===== config.mk =====
export PLATFORM = sky130hd
export DESIGN_NAME = rkn_oscillator_integrator
export DESIGN_NICKNAME = d
export VERILOG_FILES = /design/src/hdl/rkn_pkg.sv /design/src/hdl/rkn_oscillator_integrator.sv
export SDC_FILE = /design/constraint.sdc
export NUM_CORES = 2
export LEC_CHECK = 0
export BUFFER_PORTS_ARGS = -buffer_cell sky130_fd_sc_hd__clkbuf_2
export CAP_MARGIN = 20
export CORE_AREA = 4 4 473 475
export CTS_CLUSTER_DIAMETER = 150
export DETAILED_ROUTE_END_ITERATION = 10
export DIE_AREA = 0 0 477 479
export MAX_ROUTING_LAYER = met4
export SLEW_MARGIN = 10
export SYNTH_ARGS = -nofsm -noshare
export SYNTH_HDL_FRONTEND = slang
export SYNTH_SLANG_ARGS = --single-unit

===== constraint.sdc =====
create_clock -name clk -period 18.3 [get_ports clk]
set_clock_uncertainty 0.05 [all_clocks]
set_input_delay 3.66 -clock clk [delete_from_list [all_inputs] [get_ports clk]]
set_output_delay 3.66 -clock clk [all_outputs]
set_load 0.02 [all_outputs]

===== src/hdl/rkn_pkg.sv =====
// rkn_pkg: shared types, constants, saturating helpers and microprogram of the rkn integrator
package rkn_pkg;

	// number format and field widths
	localparam int WORD_BITS = 32;
	localparam int FRAC_BITS = 24;
	localparam int PROD_BITS = 2 * WORD_BITS;
	localparam int H_BITS    = 31;
	localparam int POS_BITS  = 48;
	localparam int CNT_BITS  = 20;
	localparam int PC_BITS   = 6;
	localparam int IDX_BITS  = 3;
	localparam int IN_BITS   = 8;
	localparam int OUT_RAW   = 2 * WORD_BITS + POS_BITS + CNT_BITS;
	localparam int OUT_BITS  = ((OUT_RAW + 7) / 8) * 8;

	typedef logic signed [WORD_BITS-1:0] word_t;
	typedef logic [WORD_BITS-1:0]        mag_t;
	typedef logic [PROD_BITS-1:0]        prod_t;

	localparam word_t W_MAX = {1'b0, {(WORD_BITS-1){1'b1}}};
	localparam word_t W_MIN = {1'b1, {(WORD_BITS-1){1'b0}}};

	// unsigned divide by six: (n * ceil(2^34 / 6)) >> 34, exact for 32-bit n
	localparam mag_t DIV6_RECIP = 32'hAAAA_AAAB;
	localparam int   DIV6_SHIFT = 34;

	// configuration register indexes
	localparam logic [IDX_BITS-1:0] REG_STIFFNESS     = 3'd0;
	localparam logic [IDX_BITS-1:0] REG_STEP_SIZE     = 3'd1;
	localparam logic [IDX_BITS-1:0] REG_INITIAL_VALUE = 3'd2;
	localparam logic [IDX_BITS-1:0] REG_INITIAL_SLOPE = 3'd3;
	localparam logic [IDX_BITS-1:0] REG_STEPS_TOTAL   = 3'd4;

	// reset values
	localparam word_t               RST_STIFFNESS     = word_t'(32'sd16777216);
	localparam logic [H_BITS-1:0]   RST_STEP_SIZE     = 31'd16777;
	localparam word_t               RST_INITIAL_VALUE = '0;
	localparam word_t               RST_INITIAL_SLOPE = word_t'(32'sd16777216);
	localparam logic [CNT_BITS-1:0] RST_STEPS_TOTAL   = 20'd100000;
	localparam word_t               RST_SLOPE         = word_t'(32'sd16777216);

	// micro-operations
	typedef enum logic [3:0] {
		OP_SKIP,   // restart load, jump to emit unless advancing
		OP_MUL,    // product register <= |a| * |b|
		OP_MULD6,  // product register <= |a| * reciprocal of six
		OP_MRES,   // m <= signed product, scaled and saturated, or signed quotient by six
		OP_ADD,    // dst <= sat(a + b)
		OP_ADDHB,  // dst <= sat(a + b/2)
		OP_ADDHR,  // dst <= sat(a + b) / 2
		OP_NEG,    // dst <= sat(-a)
		OP_EMIT    // update position and count, load output register
	} op_t;

	typedef enum logic [3:0] {
		SRC_ZERO, SRC_Y, SRC_S, SRC_K, SRC_H, SRC_KK,
		SRC_D, SRC_P, SRC_WK, SRC_WD, SRC_T, SRC_M
	} src_t;

	typedef enum logic [3:0] {
		DST_NONE, DST_Y, DST_S, DST_KK, DST_D, DST_P, DST_WK, DST_WD, DST_T
	} dst_t;

	typedef struct packed {
		op_t                op;
		dst_t               dst;
		src_t               src_a;
		src_t               src_b;
		logic [PC_BITS-1:0] target;
	} uword_t;

	localparam logic [PC_BITS-1:0] PC_EMIT = 6'd59;

	// saturating add
	function automatic word_t sadd(input word_t a, input word_t b);
		logic signed [WORD_BITS:0] s;
		s = {a[WORD_BITS-1], a} + {b[WORD_BITS-1], b};
		if (s[WORD_BITS] != s[WORD_BITS-1]) begin
			return s[WORD_BITS] ? W_MIN : W_MAX;
		end
		return word_t'(s[WORD_BITS-1:0]);
	endfunction

	// halve, truncating toward zero
	function automatic word_t shalf(input word_t a);
		word_t t;
		t = a + word_t'({{(WORD_BITS-1){1'b0}}, a[WORD_BITS-1]});
		return t >>> 1;
	endfunction

	// saturating negate
	function automatic word_t sneg(input word_t a);
		if (a == W_MIN) begin
			return W_MAX;
		end
		return -a;
	endfunction

	function automatic uword_t uw(input op_t op, input dst_t dst, input src_t a, input src_t b);
		uword_t w;
		w.op     = op;
		w.dst    = dst;
		w.src_a  = a;
		w.src_b  = b;
		w.target = PC_EMIT;
		return w;
	endfunction

	// microprogram for one integration step
	function automatic uword_t ucode(input logic [PC_BITS-1:0] pc);
		uword_t w;
		unique case (pc)
			6'd0:  w = uw(OP_SKIP,  DST_NONE, SRC_ZERO, SRC_ZERO);
			// stage 1
			6'd1:  w = uw(OP_MUL,   DST_NONE, SRC_K,    SRC_Y);
			6'd2:  w = uw(OP_MRES,  DST_NONE, SRC_ZERO, SRC_ZERO);
			6'd3:  w = uw(OP_NEG,   DST_KK,   SRC_M,    SRC_ZERO);
			6'd4:  w = uw(OP_ADD,   DST_WK,   SRC_ZERO, SRC_KK);
			6'd5:  w = uw(OP_MUL,   DST_NONE, SRC_KK,   SRC_H);
			6'd6:  w = uw(OP_MRES,  DST_NONE, SRC_ZERO, SRC_ZERO);
			6'd7:  w = uw(OP_ADDHB, DST_D,    SRC_S,    SRC_M);
			6'd8:  w = uw(OP_ADD,   DST_WD,   SRC_ZERO, SRC_D);
			6'd9:  w = uw(OP_ADDHR, DST_T,    SRC_S,    SRC_D);
			6'd10: w = uw(OP_MUL,   DST_NONE, SRC_H,    SRC_T);
			6'd11: w = uw(OP_MRES,  DST_NONE, SRC_ZERO, SRC_ZERO);
			6'd12: w = uw(OP_ADDHB, DST_P,    SRC_Y,    SRC_M);
			// stage 2
			6'd13: w = uw(OP_MUL,   DST_NONE, SRC_K,    SRC_P);
			6'd14: w = uw(OP_MRES,  DST_NONE, SRC_ZERO, SRC_ZERO);
			6'd15: w = uw(OP_NEG,   DST_KK,   SRC_M,    SRC_ZERO);
			6'd16: w = uw(OP_ADD,   DST_T,    SRC_KK,   SRC_KK);
			6'd17: w = uw(OP_ADD,   DST_WK,   SRC_WK,   SRC_T);
			6'd18: w = uw(OP_MUL,   DST_NONE, SRC_KK,   SRC_H);
			6'd19: w = uw(OP_MRES,  DST_NONE, SRC_ZERO, SRC_ZERO);
			6'd20: w = uw(OP_ADDHB, DST_D,    SRC_S,    SRC_M);
			6'd21: w = uw(OP_ADD,   DST_T,    SRC_D,    SRC_D);
			6'd22: w = uw(OP_ADD,   DST_WD,   SRC_WD,   SRC_T);
			6'd23: w = uw(OP_ADDHR, DST_T,    SRC_S,    SRC_D);
			6'd24: w = uw(OP_MUL,   DST_NONE, SRC_H,    SRC_T);
			6'd25: w = uw(OP_MRES,  DST_NONE, SRC_ZERO, SRC_ZERO);
			6'd26: w = uw(OP_ADDHB, DST_P,    SRC_Y,    SRC_M);
			// stage 3
			6'd27: w = uw(OP_MUL,   DST_NONE, SRC_K,    SRC_P);
			6'd28: w = uw(OP_MRES,  DST_NONE, SRC_ZERO, SRC_ZERO);
			6'd29: w = uw(OP_NEG,   DST_KK,   SRC_M,    SRC_ZERO);
			6'd30: w = uw(OP_ADD,   DST_T,    SRC_KK,   SRC_KK);
			6'd31: w = uw(OP_ADD,   DST_WK,   SRC_WK,   SRC_T);
			6'd32: w = uw(OP_MUL,   DST_NONE, SRC_KK,   SRC_H);
			6'd33: w = uw(OP_MRES,  DST_NONE, SRC_ZERO, SRC_ZERO);
			6'd34: w = uw(OP_ADD,   DST_D,    SRC_S,    SRC_M);
			6'd35: w = uw(OP_ADD,   DST_T,    SRC_D,    SRC_D);
			6'd36: w = uw(OP_ADD,   DST_WD,   SRC_WD,   SRC_T);
			6'd37: w = uw(OP_ADDHR, DST_T,    SRC_S,    SRC_D);
			6'd38: w = uw(OP_MUL,   DST_NONE, SRC_H,    SRC_T);
			6'd39: w = uw(OP_MRES,  DST_NONE, SRC_ZERO, SRC_ZERO);
			6'd40: w = uw(OP_ADD,   DST_P,    SRC_Y,    SRC_M);
			// stage 4
			6'd41: w = uw(OP_MUL,   DST_NONE, SRC_K,    SRC_P);
			6'd42: w = uw(OP_MRES,  DST_NONE, SRC_ZERO, SRC_ZERO);
			6'd43: w = uw(OP_NEG,   DST_KK,   SRC_M,    SRC_ZERO);
			6'd44: w = uw(OP_ADD,   DST_WK,   SRC_WK,   SRC_KK);
			6'd45: w = uw(OP_MUL,   DST_NONE, SRC_KK,   SRC_H);
			6'd46: w = uw(OP_MRES,  DST_NONE, SRC_ZERO, SRC_ZERO);
			6'd47: w = uw(OP_ADD,   DST_D,    SRC_S,    SRC_M);
			6'd48: w = uw(OP_ADD,   DST_WD,   SRC_WD,   SRC_D);
			// slope update
			6'd49: w = uw(OP_MUL,   DST_NONE, SRC_H,    SRC_WK);
			6'd50: w = uw(OP_MRES,  DST_NONE, SRC_ZERO, SRC_ZERO);
			6'd51: w = uw(OP_MULD6, DST_NONE, SRC_M,    SRC_ZERO);
			6'd52: w = uw(OP_MRES,  DST_NONE, SRC_ZERO, SRC_ZERO);
			6'd53: w = uw(OP_ADD,   DST_S,    SRC_S,    SRC_M);
			// value update
			6'd54: w = uw(OP_MUL,   DST_NONE, SRC_H,    SRC_WD);
			6'd55: w = uw(OP_MRES,  DST_NONE, SRC_ZERO, SRC_ZERO);
			6'd56: w = uw(OP_MULD6, DST_NONE, SRC_M,    SRC_ZERO);
			6'd57: w = uw(OP_MRES,  DST_NONE, SRC_ZERO, SRC_ZERO);
			6'd58: w = uw(OP_ADD,   DST_Y,    SRC_Y,    SRC_M);
			default: w = uw(OP_EMIT, DST_NONE, SRC_ZERO, SRC_ZERO);
		endcase
		return w;
	endfunction

endpackage


===== src/hdl/rkn_oscillator_integrator.sv =====
// rkn_oscillator_integrator: microcoded fixed-step Runge-Kutta-Nystrom integrator for y'' = -k*y
//
// Each input beat either restarts the solution (restart = 1) or advances it by one step
// of size h, and each gives exactly one output beat with value and slope in Q8.24, position
// in unsigned Q24.24 and an integer step index; tlast is high once step_index >= steps_total.
// An advancing step runs a 60-word microprogram on one shared 32x32 multiplier with a
// product register and a saturating adder.
// A restart, or an advance once the step count is reached, jumps straight to the emit
// word. The next input beat is taken the cycle after the result is loaded into the
// output register, even while that result still waits for m_tready.
// Configuration is written through cfg_we/cfg_index/cfg_data; the user must write it only
// while the block is idle (the block does not enforce this); writes to unknown indexes are ignored.
module rkn_oscillator_integrator (
	input  logic                             clk,
	input  logic                             arst_n,
	// configuration write port
	input  logic                             cfg_we,
	input  logic [rkn_pkg::IDX_BITS-1:0]     cfg_index,
	input  logic [rkn_pkg::WORD_BITS-1:0]    cfg_data,
	// input stream
	input  logic                             s_tvalid,
	output logic                             s_tready,
	input  logic [rkn_pkg::IN_BITS-1:0]      s_tdata,   // [0] restart, rest zero
	// output stream
	output logic                             m_tvalid,
	input  logic                             m_tready,
	output logic [rkn_pkg::OUT_BITS-1:0]     m_tdata,   // value, slope, position, step_index
	output logic                             m_tlast
);

	// configuration registers
	rkn_pkg::word_t                   stiff_q;
	logic [rkn_pkg::H_BITS-1:0]       h_q;
	rkn_pkg::word_t                   init_value_q;
	rkn_pkg::word_t                   init_slope_q;
	logic [rkn_pkg::CNT_BITS-1:0]     total_q;

	// solution state
	rkn_pkg::word_t                   y_q;
	rkn_pkg::word_t                   s_q;
	logic [rkn_pkg::POS_BITS-1:0]     pos_q;
	logic [rkn_pkg::CNT_BITS-1:0]     cnt_q;

	// sequencer
	logic                             busy_q;
	logic [rkn_pkg::PC_BITS-1:0]      pc_q;
	logic                             restart_q;
	logic                             adv_q;
	rkn_pkg::uword_t                  uw;

	// datapath scratch registers
	rkn_pkg::word_t                   kk_q, d_q, p_q, wk_q, wd_q, t_q, m_q;
	rkn_pkg::prod_t                   prod_q;
	logic                             neg_q;
	logic                             div6_q;

	// output register
	logic                             m_tvalid_q;
	logic [rkn_pkg::OUT_BITS-1:0]     m_tdata_q;
	logic                             m_tlast_q;

	rkn_pkg::word_t                   opa, opb, alu_res, mres, h_word;
	rkn_pkg::mag_t                    mag_a, mag_b;
	logic                             accept, out_free, emit_fire, wb_en;
	logic [rkn_pkg::POS_BITS-1:0]     pos_nxt;
	logic [rkn_pkg::CNT_BITS-1:0]     cnt_nxt;
	logic [rkn_pkg::PROD_BITS-1-rkn_pkg::FRAC_BITS:0] q_s;
	logic [rkn_pkg::PROD_BITS-1-rkn_pkg::FRAC_BITS:0] lim_s;
	logic [rkn_pkg::PROD_BITS-1-rkn_pkg::FRAC_BITS:0] qc_s;
	logic [rkn_pkg::PROD_BITS-1-rkn_pkg::DIV6_SHIFT:0] q_6;

	assign uw        = rkn_pkg::ucode(pc_q);
	assign accept    = s_tvalid && s_tready;
	assign s_tready  = !busy_q;
	assign out_free  = !m_tvalid_q || m_tready;
	assign emit_fire = busy_q && (uw.op == rkn_pkg::OP_EMIT) && out_free;
	assign h_word    = rkn_pkg::word_t'({1'b0, h_q});

	assign m_tvalid = m_tvalid_q;
	assign m_tdata  = m_tdata_q;
	assign m_tlast  = m_tlast_q;

	// configuration writes
	always_ff @(posedge clk or negedge arst_n) begin
		if (!arst_n) begin
			stiff_q      <= rkn_pkg::RST_STIFFNESS;
			h_q          <= rkn_pkg::RST_STEP_SIZE;
			init_value_q <= rkn_pkg::RST_INITIAL_VALUE;
			init_slope_q <= rkn_pkg::RST_INITIAL_SLOPE;
			total_q      <= rkn_pkg::RST_STEPS_TOTAL;
		end else if (cfg_we) begin
			unique case (cfg_index)
				rkn_pkg::REG_STIFFNESS:     stiff_q      <= cfg_data;
				rkn_pkg::REG_STEP_SIZE:     h_q          <= cfg_data[rkn_pkg::H_BITS-1:0];
				rkn_pkg::REG_INITIAL_VALUE: init_value_q <= cfg_data;
				rkn_pkg::REG_INITIAL_SLOPE: init_slope_q <= cfg_data;
				rkn_pkg::REG_STEPS_TOTAL:   total_q      <= cfg_data[rkn_pkg::CNT_BITS-1:0];
				default: ;
			endcase
		end
	end

	// operand selection
	always_comb begin
		unique case (uw.src_a)
			rkn_pkg::SRC_Y:  opa = y_q;
			rkn_pkg::SRC_S:  opa = s_q;
			rkn_pkg::SRC_K:  opa = stiff_q;
			rkn_pkg::SRC_H:  opa = h_word;
			rkn_pkg::SRC_KK: opa = kk_q;
			rkn_pkg::SRC_D:  opa = d_q;
			rkn_pkg::SRC_P:  opa = p_q;
			rkn_pkg::SRC_WK: opa = wk_q;
			rkn_pkg::SRC_WD: opa = wd_q;
			rkn_pkg::SRC_T:  opa = t_q;
			rkn_pkg::SRC_M:  opa = m_q;
			default:         opa = '0;
		endcase
		unique case (uw.src_b)
			rkn_pkg::SRC_Y:  opb = y_q;
			rkn_pkg::SRC_S:  opb = s_q;
			rkn_pkg::SRC_K:  opb = stiff_q;
			rkn_pkg::SRC_H:  opb = h_word;
			rkn_pkg::SRC_KK: opb = kk_q;
			rkn_pkg::SRC_D:  opb = d_q;
			rkn_pkg::SRC_P:  opb = p_q;
			rkn_pkg::SRC_WK: opb = wk_q;
			rkn_pkg::SRC_WD: opb = wd_q;
			rkn_pkg::SRC_T:  opb = t_q;
			rkn_pkg::SRC_M:  opb = m_q;
			default:         opb = '0;
		endcase
	end

	// multiplier operands as magnitudes, sign kept apart
	always_comb begin
		mag_a = opa[rkn_pkg::WORD_BITS-1] ? rkn_pkg::mag_t'(-opa) : rkn_pkg::mag_t'(opa);
		if (uw.op == rkn_pkg::OP_MULD6) begin
			mag_b = rkn_pkg::DIV6_RECIP;
		end else begin
			mag_b = opb[rkn_pkg::WORD_BITS-1] ? rkn_pkg::mag_t'(-opb) : rkn_pkg::mag_t'(opb);
		end
	end

	// product scaling with truncation and saturation, or the quotient by six
	always_comb begin
		q_s   = prod_q[rkn_pkg::PROD_BITS-1:rkn_pkg::FRAC_BITS];
		lim_s = neg_q ? ($bits(lim_s))'(rkn_pkg::mag_t'(rkn_pkg::W_MIN))
		              : ($bits(lim_s))'(rkn_pkg::mag_t'(rkn_pkg::W_MAX));
		qc_s  = (q_s > lim_s) ? lim_s : q_s;
		q_6   = prod_q[rkn_pkg::PROD_BITS-1:rkn_pkg::DIV6_SHIFT];
		if (div6_q) begin
			mres = neg_q ? -rkn_pkg::word_t'(q_6) : rkn_pkg::word_t'(q_6);
		end else begin
			mres = neg_q ? -rkn_pkg::word_t'(qc_s[rkn_pkg::WORD_BITS-1:0])
			             : rkn_pkg::word_t'(qc_s[rkn_pkg::WORD_BITS-1:0]);
		end
	end

	// saturating adder
	always_comb begin
		wb_en = 1'b0;
		case (uw.op)
			rkn_pkg::OP_ADD: begin
				alu_res = rkn_pkg::sadd(opa, opb);
				wb_en   = busy_q;
			end
			rkn_pkg::OP_ADDHB: begin
				alu_res = rkn_pkg::sadd(opa, rkn_pkg::shalf(opb));
				wb_en   = busy_q;
			end
			rkn_pkg::OP_ADDHR: begin
				alu_res = rkn_pkg::shalf(rkn_pkg::sadd(opa, opb));
				wb_en   = busy_q;
			end
			rkn_pkg::OP_NEG: begin
				alu_res = rkn_pkg::sneg(opa);
				wb_en   = busy_q;
			end
			default: alu_res = opa;
		endcase
	end

	// position and count after this item
	always_comb begin
		if (restart_q) begin
			pos_nxt = '0;
			cnt_nxt = '0;
		end else if (adv_q) begin
			pos_nxt = pos_q + rkn_pkg::POS_BITS'(h_q);
			cnt_nxt = cnt_q + rkn_pkg::CNT_BITS'(1);
		end else begin
			pos_nxt = pos_q;
			cnt_nxt = cnt_q;
		end
	end

	// program counter, jumps and output handshake
	always_ff @(posedge clk or negedge arst_n) begin
		if (!arst_n) begin
			busy_q     <= 1'b0;
			pc_q       <= '0;
			restart_q  <= 1'b0;
			adv_q      <= 1'b0;
			m_tvalid_q <= 1'b0;
		end else begin
			if (emit_fire) begin
				m_tvalid_q <= 1'b1;
			end else if (m_tready) begin
				m_tvalid_q <= 1'b0;
			end
			if (accept) begin
				busy_q    <= 1'b1;
				pc_q      <= '0;
				restart_q <= s_tdata[0];
				adv_q     <= !s_tdata[0] && (cnt_q < total_q);
			end else if (busy_q) begin
				unique case (uw.op)
					rkn_pkg::OP_SKIP: pc_q <= adv_q ? pc_q + rkn_pkg::PC_BITS'(1) : uw.target;
					rkn_pkg::OP_EMIT: begin
						if (out_free) begin
							busy_q <= 1'b0;
						end
					end
					default: pc_q <= pc_q + rkn_pkg::PC_BITS'(1);
				endcase
			end
		end
	end

	// solution state
	always_ff @(posedge clk or negedge arst_n) begin
		if (!arst_n) begin
			y_q   <= '0;
			s_q   <= rkn_pkg::RST_SLOPE;
			pos_q <= '0;
			cnt_q <= '0;
		end else begin
			if (busy_q && uw.op == rkn_pkg::OP_SKIP && restart_q) begin
				y_q <= init_value_q;
				s_q <= init_slope_q;
			end
			if (wb_en && uw.dst == rkn_pkg::DST_Y) begin
				y_q <= alu_res;
			end
			if (wb_en && uw.dst == rkn_pkg::DST_S) begin
				s_q <= alu_res;
			end
			if (emit_fire) begin
				pos_q <= pos_nxt;
				cnt_q <= cnt_nxt;
			end
		end
	end

	// scratch registers, multiplier and result register
	always_ff @(posedge clk) begin
		if (busy_q && (uw.op == rkn_pkg::OP_MUL || uw.op == rkn_pkg::OP_MULD6)) begin
			prod_q <= mag_a * mag_b;
			div6_q <= (uw.op == rkn_pkg::OP_MULD6);
			neg_q  <= (uw.op == rkn_pkg::OP_MULD6) ? opa[rkn_pkg::WORD_BITS-1]
			          : (opa[rkn_pkg::WORD_BITS-1] ^ opb[rkn_pkg::WORD_BITS-1]);
		end
		if (busy_q && uw.op == rkn_pkg::OP_MRES) begin
			m_q <= mres;
		end
		if (wb_en) begin
			unique case (uw.dst)
				rkn_pkg::DST_KK: kk_q <= alu_res;
				rkn_pkg::DST_D:  d_q  <= alu_res;
				rkn_pkg::DST_P:  p_q  <= alu_res;
				rkn_pkg::DST_WK: wk_q <= alu_res;
				rkn_pkg::DST_WD: wd_q <= alu_res;
				rkn_pkg::DST_T:  t_q  <= alu_res;
				default: ;
			endcase
		end
		if (emit_fire) begin
			m_tdata_q <= rkn_pkg::OUT_BITS'({cnt_nxt, pos_nxt, s_q, y_q});
			m_tlast_q <= (cnt_nxt >= total_q);
		end
	end

`ifndef ASSERT_OFF
	// an accepted beat starts the program at its first word
	a_start: assert property (@(posedge clk) disable iff (!arst_n)
		accept |=> (busy_q && pc_q == '0))
		else $error("sequencer did not start at word zero");

	// the program counter never runs past the emit word
	a_pc_range: assert property (@(posedge clk) disable iff (!arst_n)
		busy_q |-> (pc_q <= rkn_pkg::PC_EMIT))
		else $error("program counter out of range");

	// the step count only moves when a result is emitted
	a_cnt_hold: assert property (@(posedge clk) disable iff (!arst_n)
		!emit_fire |=> $stable(cnt_q))
		else $error("step count changed outside emit");

	// a restart emits point zero
	a_restart_zero: assert property (@(posedge clk) disable iff (!arst_n)
		(emit_fire && restart_q) |=>
		(m_tvalid && m_tdata[rkn_pkg::OUT_RAW-1 -: rkn_pkg::CNT_BITS] == '0))
		else $error("restart did not emit step index zero");
`endif

endmodule

### Yosys cells after proc, flatten, opt, wreduce, memory -nomap -nowiden

Memories as Yosys holds them, arrays and structs flattened.
Index checks and enable logic that the tools add are counted.

* memory bits (read-only): 1024
* input bits: 48
* memories: 1
* register bits: 712
* output and inout bits: 139

* reductions and logical operators: 34
* $mul: 1
* magnitude comparators: 3
* bitwise logic cells: 1
* equality and inequality tests: 46
* add/sub/neg operators: 11
* multiplexer cells: 48

Memory list
* (no name shown): words 64, bits a word 16, read ports 1, clocked after Yosys merged registers in 0, write ports 0, line rkn_pkg.sv:113 `unique case (pc)`

Operators by type and width (number)
* $mux W32: 22
* $pmux W32 S11: 2
* $pmux W32 S4: 1
* $mux W48: 2
* $neg A32 Y32: 3
* $add A32 B2 Y32: 2
* $eq A4 B3 Y1 const B: 16
* $mul A32 B32 Y64: 1
* $add A48 B31 Y48: 1
* $eq A4 B4 Y1 const B: 10
* $gt A40 B32 Y1: 1
* $mux W20: 2
* $add A32 B31 Y33: 1
* $add A32 B32 Y33: 1
* $eq A32 B32 Y1 const B: 1
* $eq A4 B2 Y1 const B: 8
* $neg A30 Y32: 1
* $reduce_and A2 Y1: 12
* $add A20 B1 Y20 const B: 1
* $ge A20 B20 Y1: 1
* $lt A20 B20 Y1: 1
* $mux W6: 3
* $eq A4 B1 Y1 const B: 4
* $mux W1: 15
* other kinds (15): 32

### Longest topological paths before layout

An unclocked memory read counts as a cell.

* depth after elaboration: 12
* depth in mapped cells: 58
* mapped depth without buffers: 52

### Least setup slack after synthesis

OpenSTA, ideal clock, no wires.

* path type: reg2reg
* start: register pc_q[1] (netlist bit)
* end: register prod_q[62] (data pin)
* clock period less this slack: 13.072 ns
* stages on the path, launching flop included: 53
* path buffers: 5
* slack: 5.228 ns
* arrival time: 12.764 ns
* data required time: 17.992 ns
* path through: dfrtp_1 -> clkbuf_1 -> inv_1 -> ha_1 -> clkbuf_1 -> and2_1 -> o311ai_1 -> nand3_1 -> nand2_4 -> buf_4 -> nor2_1 -> a221o_1 -> a211oi_2 -> clkbuf_1 -> ha_1 -> inv_1 -> nor3_2 -> nand4_4 -> [... 17 more ...] -> inv_1 -> fa_1 -> inv_1 -> ha_1 -> nand4_1 -> nor2_1 -> o211ai_1 -> a211o_1 -> or2_2 -> o41a_1 -> o211ai_2 -> nand3_1 -> o31a_1 -> a211oi_2 -> or3_1 -> a2111oi_0 -> or3_1 -> xnor2_1

* cells in the longest elaborated chain, start to end: 7
* elaborated cells between the ends (all ways): 32
* those cells by class: add/sub (2); mul (1); eq/ne (23); mux (5); memory (1)

Ends and longest elaborated chain
* start: declaration: line rkn_oscillator_integrator.sv:46 `logic [rkn_pkg::PC_BITS-1:0] pc_q;`
* start signal: assignment: line rkn_oscillator_integrator.sv:219 `rkn_pkg::OP_SKIP: pc_q <= adv_q ? pc_q + rkn_pkg::PC_BITS'(1) : uw.target;`
* start signal: assignment: line rkn_oscillator_integrator.sv:225 `default: pc_q <= pc_q + rkn_pkg::PC_BITS'(1);`
* $mem_v2 Z64 W16 *
* $eq A4 B4 Y1, or another cell as far along: line rkn_oscillator_integrator.sv:119 `unique case (uw.src_b)`
* $pmux W32 S11: line rkn_oscillator_integrator.sv:119
* $neg A32 Y32: line rkn_oscillator_integrator.sv:141 `mag_b = opb[rkn_pkg::WORD_BITS-1] ? rkn_pkg::mag_t'(-opb) : rkn_pkg::mag_t'(opb);`
* $mux W32: line rkn_oscillator_integrator.sv:141
* $mux W32: line rkn_oscillator_integrator.sv:138 `if (uw.op == rkn_pkg::OP_MULD6) begin`
* $mul A32 B32 Y64 *: line rkn_oscillator_integrator.sv:259 `prod_q <= mag_a * mag_b;`
* end signal: assignment: line rkn_oscillator_integrator.sv:259
* end: declaration: line rkn_oscillator_integrator.sv:53 `rkn_pkg::prod_t prod_q;`

Mark *: on every way between the ends. The rest lies on a longest branch, timed or not.
A chain may end at the register's enable or synchronous reset.

### Final worst setup path

* start: register pc_q[1] (netlist bit)
* end: register prod_q[57] (data pin)

The elaborated chain is that of the path after synthesis.

==> results_dict.tcl <==
set metrics [dict create \
    first_pass_iters 9 \
    synth_cell_types 133 \
    multiInputGateArea_um2 51770 \
    worst_ep_arrival_time_ps 16490 \
    clockRootBuffer "clkbuf_16" \
    die_width_um 477 \
    r2r-end "prod_q[57]" \
    synthCells 8257 \
    crit_slowest_cell "dfrtp_1" \
    synth_area_um2 76480 \
    num_rows 172 \
    cp_max_fo 38 \
    seqCellArea_um2 19240 \
    critPathLaunchType "register" \
    cts_hold_buf 0 \
    rsz0062_at_grt "false" \
    drv_cap 0 \
    timing.final.crit_share 0.8737 \
    antenna_found_initial 8 \
    synth_top_flop_cell "edfxtp_1" \
    fmax_ghz 0.06254 \
    ctsHtreeMaxLevel 3 \
    synth_edf_count 399 \
    path_delay_family "adder cells" \
    clock-sinks 688 \
    final_cell_mix "1079 x nand2_1, 1043 x inv_1, 898 x fa_1, 860 x nor2_1, 453 x ha_1" \
    holdPathEnd "init_slope_q[23]" \
    outcome "finished clean" \
    core-area_um2 219300 \
    drcViolationCount 0 \
    clkLatencyLatePin_ps 690 \
    vias 64340 \
    grt_overflow 0 \
    worstMarginPinSlew_ps 1265 \
    reg2reg_from "pc_q[1]" \
    fp.dieH_um 479 \
    avgSynthCellArea_um2 9.262 \
    drt-vias-per-instance 5.732 \
    globalplace.congestion 1.005 \
    pin_count 187 \
    dieArea_um2 228500 \
    final_nets 9681 \
    port_buffers 175 \
    drive_gt1_frac 0.1062 \
    path_class "register to register" \
    clockBufferDepth 3 \
    drtIter0Drc 7461 \
    end_kind "register" \
    synth-seq-cells 688 \
    drt_wl_total_um 296600 \
    timing.reg2reg.setup_slack_ps 2310 \
    globalRouteTotalUtil 0.2613 \
    finalSetupViolations 0 \
    worstHoldStart "init_slope_q[23]" \
    whs_path_depth 1 \
    hold_violations 0 \
    cts_inserted_buffers 76 \
    grt_pass1_vias 64010 \
    min_period_ps 15990 \
    grt_first_pass_wirelength_um 434200 \
    post-cts-setup-buffers 0 \
    yosys_warnings 0 \
    r2r_cells 46 \
    path_clk_slew_ps 60 \
    wire_per_inst_um 26.42 \
    cts.repair.resized 0 \
    fin_setup_tns_ps 0 \
    start_util 0.3488 \
    cts_tree "built" \
    grt_max_degree 104 \
    slew_headroom 0.1477 \
    synthToLayoutAreaGrowth_pct 9.456 \
    postRouteAntennaNets 0 \
    critPathRequiredTime_ps 18800 \
    final_common_cell "nand2_1" \
    crit_buf_inv 6 \
    dp_hpwl_um 228300 \
    drv_slew 0 \
    path_common_cell "fa_1" \
    hp-class "register to register" \
    num-fill-cells 21900 \
    yosysSeqAreaShare 0.2515 \
    cp_slowest_stage_delay_ps 700 \
    async_flop_share 0.4201 \
]
==> stage by stage <==
| stage | worst slack, ps | hold WS (ps) | util | cell area, um^2 | std cells |
|---|---|---|---|---|---|
| final | 2311 | 453.9 | 0.3817 | 83710 | 11230 |
| after global routing | 1696 | 458.8 | 0.3816 | 83690 | 11220 |
| after CTS | 2430 | 455.7 | 0.3814 | 83640 | 11210 |
| after detailed placement | 2460 | 442.9 | 0.3703 | 81210 | 11070 |
| after global placement | 2445 | 431.2 | 0.3700 | 81140 | 11070 |
| after floorplan | 5228 | 409.7 | - | 76490 | 8260 |
==> metal layers <==
metal | track usage | up-vias | wire length (um)
met5 | - | - | 0
met4 | 0.1346 | 0 | 19370
met3 | 0.05619 | 796 | 29100
met2 | 0.3868 | 3517 | 127200
met1 | 0.3371 | 32370 | 120900
li1 | - | 27660 | -
==> flip-flops by register name (all words and copies together) (netlist names), 6 cells and up <==
signal        cells
s_q              32
kk_q             32
cnt_q            20
m_q              32
t_q              32
m_tdata         132
prod_q           40
h_q              31
pc_q              6
init_value_q     32
stiff_q          32
d_q              32
wd_q             32
total_q          20
init_slope_q     32
p_q              32
pos_q            48
wk_q             32
y_q              32
==> kinds of logic after synthesis <==
kind of cell / synth area share
AOI/OAI and AO/OA: 0.1277
xor gates and xnor gates: 0.03681
adders and majority gates: 0.3093
buffers and inverters: 0.07841
DFF: 0.2515
muxes: 0.03442
other: 0.00004903
and+or+nand+nor: 0.1619
==> worst max path at each step <==
| stage | depth (start not counted) | slack (ps) | startpoint | to |
|---|---|---|---|---|
| after detailed placement | 45 | 2460 | pc_q[1] | prod_q[62] |
| final | 46 | 2310 | pc_q[1] | prod_q[57] |
| after CTS | 46 | 2430 | pc_q[1] | prod_q[57] |
| after global routing | 49 | 1700 | pc_q[1] | prod_q[57] |
| after floorplan | 52 | 5230 | pc_q[1] | prod_q[62] |
| after global placement | 47 | 2450 | pc_q[1] | prod_q[62] |
==> synthesized netlist by cell type, types with 17 or more instances <==
master,number,area (um^2)
a31oi_1,34,212.7
buf_2,59,295.3
and4_1,17,148.9
o21a_1,41,307.8
buf_1,29,108.9
a21oi_1,262,1311
xor2_1,111,972.2
clkbuf_1,335,1257
nand3_1,141,705.7
o2111ai_1,21,183.9
o21ai_0,303,1516
nand2b_1,65,406.6
a222oi_1,20,200.2
nor2_1,871,3269
nor4_1,23,143.9
nand2_1,1080,4054
and2_1,59,369.1
a211oi_1,42,315.3
a22o_1,60,525.5
mux2i_1,92,920.9
nor3_1,108,540.5
ha_1,453,5668
inv_1,1043,3915
and3_1,102,638.1
fa_1,898,17980
edfxtp_1,399,11980
a21o_1,120,900.9
o211ai_1,23,172.7
buf_6,20,225.2
or2_2,17,106.4
a22oi_1,89,668.1
or3_1,39,244.0
dfrtp_1,275,6882
a221oi_1,46,402.9
buf_4,21,157.7
o21ai_1,28,140.1
mux2_2,140,1577
nand4_1,63,394.1
o22ai_1,29,181.4
nor2b_1,50,312.8
xnor2_1,203,1778
o31ai_1,34,255.2
==> final cells by class <==
cell class	count	area share
Clock inverter	31	0.003542
Tap cell	2871	0.04291
Sequential cell	688	0.2298
Timing Repair Buffer	408	0.03218
Multi-Input combinational cell	6055	0.6184
Inverter	1053	0.04728
Antenna cell	14	0.0004185
Clock buffer	105	0.02547
Power is left out: the tool's default activity adds up to more than one toggle a clock period on the data nets, which glitch-free logic cannot reach.
